### config.mk
export PLATFORM = sky130hd
export DESIGN_NAME = bf2h_core
export DESIGN_NICKNAME = d
export VERILOG_FILES = /design/src/hw/rtl/bf2h_pkg.sv /design/src/hw/rtl/bf2h_core.sv
export SDC_FILE = /design/constraint.sdc
export NUM_CORES = 1
export LEC_CHECK = 0
export ABC_AREA = 1
export BUFFER_PORTS_ARGS = -buffer_cell sky130_fd_sc_hd__buf_2
export CAP_MARGIN = 5
export CORE_MARGIN = 2
export CORE_UTILIZATION = 26
export DETAILED_ROUTE_END_ITERATION = 6
export GPL_TIMING_DRIVEN = 1
export PLACE_DENSITY = 0.55
export SLEW_MARGIN = 30
export SYNTH_ARGS = -nofsm -noshare
export SYNTH_HDL_FRONTEND = slang
export SYNTH_SLANG_ARGS = --single-unit
### constraint.sdc
create_clock -name vclk -period 3.3
set_input_delay 0.495 -clock vclk [all_inputs]
set_output_delay 0.495 -clock vclk [all_outputs]
set_load 0.02 [all_outputs]
### src/hw/rtl/bf2h_pkg.sv
package bf2h_pkg;

	typedef logic [15:0] bf16_t;
	typedef logic [15:0] fp16_t;

	localparam logic [7:0] EXP8_MAX = 8'hFF;
	// bfloat16 exponent codes that bound the half-precision ranges
	localparam logic [7:0] EXP8_OVF     = 8'd143;  // rebiased exponent 31
	localparam logic [7:0] EXP8_REBIAS  = 8'd112;  // 127 - 15, rebiased exponent 0
	localparam logic [7:0] EXP8_SUB_MIN = 8'd102;  // rebiased exponent -10
	localparam logic [7:0] EXP8_SHIFT   = 8'd126;  // shift = 126 - exp8 in the subnormal band

	localparam logic [14:0] FP16_INF  = 15'h7C00;
	localparam logic [14:0] FP16_QNAN = 15'h7E00;

endpackage

### src/hw/rtl/bf2h_core.sv
module bf2h_core
	import bf2h_pkg::*;
(
	input  bf16_t bf16_in,
	output fp16_t fp16_out
);

	logic        sign;
	logic [7:0]  exp8;
	logic [6:0]  frac7;
	logic [23:0] sig;
	logic [4:0]  sh;
	logic [23:0] rnd_word;
	logic [9:0]  sub_mant;
	logic [10:0] sub_val;
	logic [14:0] mag;

	assign sign  = bf16_in[15];
	assign exp8  = bf16_in[14:7];
	assign frac7 = bf16_in[6:0];

	always_comb begin
		// significand with hidden bit, aligned as a binary32 fraction
		sig      = {1'b1, frac7, 16'h0000};
		sh       = 5'(EXP8_SHIFT - exp8);
		sub_mant = 10'(sig >> sh);
		// first dropped bit decides half-up rounding
		rnd_word = sig >> (sh - 5'd1);
		sub_val  = {1'b0, sub_mant} + {10'd0, rnd_word[0]};

		if (exp8 == EXP8_MAX) begin
			mag = (frac7 != 7'd0) ? FP16_QNAN : FP16_INF;
		end else if (exp8 >= EXP8_OVF) begin
			mag = FP16_INF;
		end else if (exp8 > EXP8_REBIAS) begin
			// exact: the dropped fraction bits are all zero
			mag = {5'(exp8 - EXP8_REBIAS), frac7, 3'b000};
		end else if (exp8 >= EXP8_SUB_MIN) begin
			// a carry out of the mantissa lands in the exponent field
			mag = {4'd0, sub_val};
		end else begin
			mag = 15'd0;
		end

		fp16_out = {sign, mag};
	end

endmodule

# Yosys cells after proc, flatten, opt, wreduce, memory -nomap -nowiden
# Cells that the tools add are included.
# Widths: inputs -> output; s select.
[totals] ff_bits=0 latchBits=0 ram_bits=0 mem_bits_ro=0 inputBits=16 output_inout_bits=16 word_cells=16 memories=0
[op_classes] n_addsub=4 n_mul=0 div=0 n_lt_le_gt_ge=3 n_eq_ne=1 n_shift=2 muxes=5 bitwise=0 n_reduce_logical=1
[op_table] op="$mux 15" n=3
[op_table] op="$shr 24x5->1" n=1
[op_table] op="$shr 24x5->10" n=1
[op_table] op="$add 10x1->11" n=1
[op_table] op="$mux 11" n=1
[op_table] op="$mux 10" n=1
[op_table] op="$eq 8x8->1 const B" n=1
[op_table] op="$ge 8x7->1 const B" n=1
[op_table] op="$ge 8x8->1 const B" n=1
[op_table] op="$gt 8x7->1 const B" n=1
[op_table] op="$reduce_bool 7->1" n=1
[op_table] op="$sub 5x1->5 const B" n=1
[op_table] op="$sub 5x5->5 const A" n=1
[op_table] op="$sub 5x5->5 const B" n=1

# Logic depth before layout (Yosys ltp)
[depth] word_depth=8 ltp_mapped=19 depth_no_buf=18

# Worst setup path before layout
# OpenSTA, ideal clock, no wires.
[synth_path] kind="input port to output port" from="input bf16_in[7]" to="output fp16_out[6]" arrival_time_ns=2.926 required_time_ns=2.805 setup_slack_ns=-0.121 path_stages=17 cell_sequence="ha_1 -> nor2_1 -> nor2_4 -> buf_4 -> ha_1 -> o2111ai_1 -> o21ai_0 -> nand2_1 -> a311oi_1 -> ha_1 -> ha_1 -> nand2_2 -> nor2_4 -> nand2_1 -> nand2_1 -> nand3_1 -> a21oi_1"
[synth_between] elab_chain_len=8 word_cells_on_any_way=13 classes_between="3 x add/sub; 3 x order compare; 1 x eq/ne; 2 x shift; 4 x mux"
[synth_lines] element="start, declared" line_no="bf2h_core.sv:4" source="input bf16_t bf16_in,"
[synth_lines] element="$sub 5x5->5" line_no="bf2h_core.sv:25" source="sh = 5'(EXP8_SHIFT - exp8);"
[synth_lines] element="$sub 5x1->5" line_no="bf2h_core.sv:28" source="rnd_word = sig >> (sh - 5'd1);"
[synth_lines] element="$shr 24x5->1" line_no="bf2h_core.sv:28"
[synth_lines] element="$add 10x1->11" line_no="bf2h_core.sv:29" source="sub_val = {1'b0, sub_mant} + {10'd0, rnd_word[0]};"
[synth_lines] element="$mux 11" line_no="bf2h_core.sv:38" source="end else if (exp8 >= EXP8_SUB_MIN) begin"
[synth_lines] element="$mux 15" line_no="bf2h_core.sv:35" source="end else if (exp8 > EXP8_REBIAS) begin"
[synth_lines] element="$mux 15" line_no="bf2h_core.sv:33" source="end else if (exp8 >= EXP8_OVF) begin"
[synth_lines] element="$mux 15 *" line_no="bf2h_core.sv:31" source="if (exp8 == EXP8_MAX) begin"
[synth_lines] element="end, declared" line_no="bf2h_core.sv:5" source="output fp16_t fp16_out"
# Mark *: on every way between the ends. The rest lies on a longest branch, timed or not.

# Final worst setup path
[layout_path] from="input bf16_in[7]" to="output fp16_out[8]"
# Same word-level chain as after synthesis.

==> results.yml <==
synth:
  syn_avg_cell_area_um2: 5.093
  syn_area_um2: 1151
  yosysWarningCount: 0
  syn-num-nets: 248
  synth.yosys.seq_area_share: 0
  synthDistinctLibCells: 29
  synthCells: 226
worst_setup_path:
  start_kind: "primary input"
  crit_type: "primary input to output port"
  crit_path_start: "bf16_in[7]"
  crit_path_max_fanout: 5
  arrival_ns: 2.81
  cp-end-kind: "output port"
  required_ns: 2.80
job:
  cap_violations: 0
die:
  num_io_pins: 32
  row_count: 24
  die_w_um: 70.54
  design.die.area_um2: 4976
  die_h_um: 70.54
  initial_core_util: 0.2662
  core_um2: 4324
timing:
  tns_ns: -0.005404
  relSlewSlack: 0.6443
  worst_slew_pin_slew_ns: 0.5310
  fin_crit_sh: 1.002
  report.final.hold_viol_count: 0
  fmax_mhz: 302.5
  period_minus_slack_ns: 3.305
  rsz0062_at_grt: "true"
  layout_setup_ws_ns: -0.005404
  fin_hold_ws_ns: 0.9900
  setup_violations: 1
  slew_violations: 0
hold_path:
  hold_path.class: "primary input to output port"
  min_delay_worst_endpoint: "fp16_out[15]"
  hold_depth: 0
  hp-start: "bf16_in[15]"
power:
  combPwrFrac: 1.000
  p_sw_frac: 0.6000
  p_int_mw: 0.1104
  p_switching_mw: 0.1656
  powerDensity_nw_per_um2: 163.2
  p_seq_frac: 0
  pwr-share-clk: 0
  leakage_nw: 0.8364
  irDropWorstVdd_mv: 0.08088
placement:
  io_buffer_count: 30
  place_hpwl_mm: 3.218
  place_congestion: 0.8525
grt:
  antenna_found_initial: 0
  grt_usage: 0.1530
  grt_max_degree: 16
  grt.overflow.total: 0
  grt_pass1_vias: 1458
  grt_pass1_wl_mm: 6.486
cells_and_area:
  nFlopsAndLatches: 0
  final_cell_mix: "nand2_1 (60), nand3_1 (37), buf_4 (28)"
  multi_input_area_um2: 1116
  layout_commonest_cell: "nand2_1"
  antenna_cells: 0
  n_clock_buffer: 0
  drive_gt1_frac: 0.3590
  nets: 297
  seq_area_um2: 0
  fill_cells: 500
  area_growth_pct: 46.85
route:
  drtIter0Drc: 81
  ant_nets: 0
  routed_via_density: 4.886
  first_pass_iters: 4
  vias: 1588
  drcViolationCount: 0
  wire_per_inst_um: 11.85
  wl_mm: 3.852
status:
  violations: "setup timing"
  status: "finished, violations left"
clock_tree:
  cts_hold_buf: 0
-- stage by stage --
step	power (mW)	setup WS (ns)	cells	instance area, um2	utilization
after global routing	0.3047	-0.1328	325	1690	0.3909
final	0.2759	-0.005404	325	1690	0.3909
after CTS	0.2632	0.002852	324	1628	0.3764
after detailed placement	0.2494	-0.2065	322	1530	0.3539
after global placement	0.2494	-0.1768	322	1530	0.3539
after floorplan	0.1656	0.0001599	226	1196	-
-- per-layer routing --
metal	GRT usage	share of wire
met5	0	0
met4	0.02096	0.0099
met3	0.005698	0.049
met2	0.2820	0.49
met1	0.2033	0.45
-- power groups by stage --
stage | Clock [mW] | Combinational [mW] | Sequential [mW]
2_1_floorplan | 0 | 0.166 | 0
5_1_grt | 0 | 0.305 | 0
3_3_place_gp | 0 | 0.249 | 0
6_report | 0 | 0.276 | 0
4_1_cts | 0 | 0.263 | 0
3_5_place_dp | 0 | 0.249 | 0
-- kinds of logic (layout without fill, tap and decap cells) --
logic type      after synthesis  count (layout)  share of synthesized area
fa+ha+maj                     6               6                    0.06522
buf+inv                      38              85                     0.1424
compound gates               37              37                     0.1924
simple gates                145             145                     0.6000
-- cells in the mapped netlist, drive strengths merged --
cell type	count	area, um2
nand2	73	301.5
nand3	41	220.2
inv	31	116.4
nor2	23	118.9
o21ai	16	83.83
a21oi	12	67.57
buf	6	43.79
ha	6	75.07
nand4	5	31.28
o211ai	3	22.52
nor4	2	12.51
a22o	1	8.760
a22oi	1	7.510
a311oi	1	8.760
a31oi	1	6.260
and2	1	6.260
clkbuf	1	3.750
o2111ai	1	8.760
o21bai	1	7.510
-- worst max-delay path, cell delays in order --
cell       delay, ns
buf_6           0.11
ha_4            0.17
nor2_4          0.10
nor2_4          0.05
ha_4            0.26
o2111ai_2       0.11
o21ai_1         0.08
nand2_1         0.10
a311oi_2        0.22
ha_2            0.27
ha_4            0.15
nand2_4         0.05
nor2_4          0.13
nand2_2         0.07
nand2_1         0.06
nand2_1         0.07
a21oi_2         0.18
buf_6           0.14
-- how the worst max path moves through the flow --
stage                        end  slack, ns  cells after the start
floorplan           fp16_out[10]     0.0002                     15
CTS                  fp16_out[8]      0.003                     18
detailed placement   fp16_out[8]      -0.21                     19
global route         fp16_out[8]      -0.13                     19
finish               fp16_out[8]     -0.005                     18
global placement     fp16_out[8]      -0.18                     19
-- what timing repair did --
item,4_1_cts,5_1_grt
buffers inserted,2,1
resized for setup,20,18
pin swaps,14,8
setup endpoints to repair,8,8
-- final cells by class --
class | count | share of cell area
timing repair buffer | 54 | 0.2309
inverter | 31 | 0.07032
tap | 52 | 0.03849
multi-input combinational | 188 | 0.6603
Note: power is estimated with default switching activity, not from simulation.
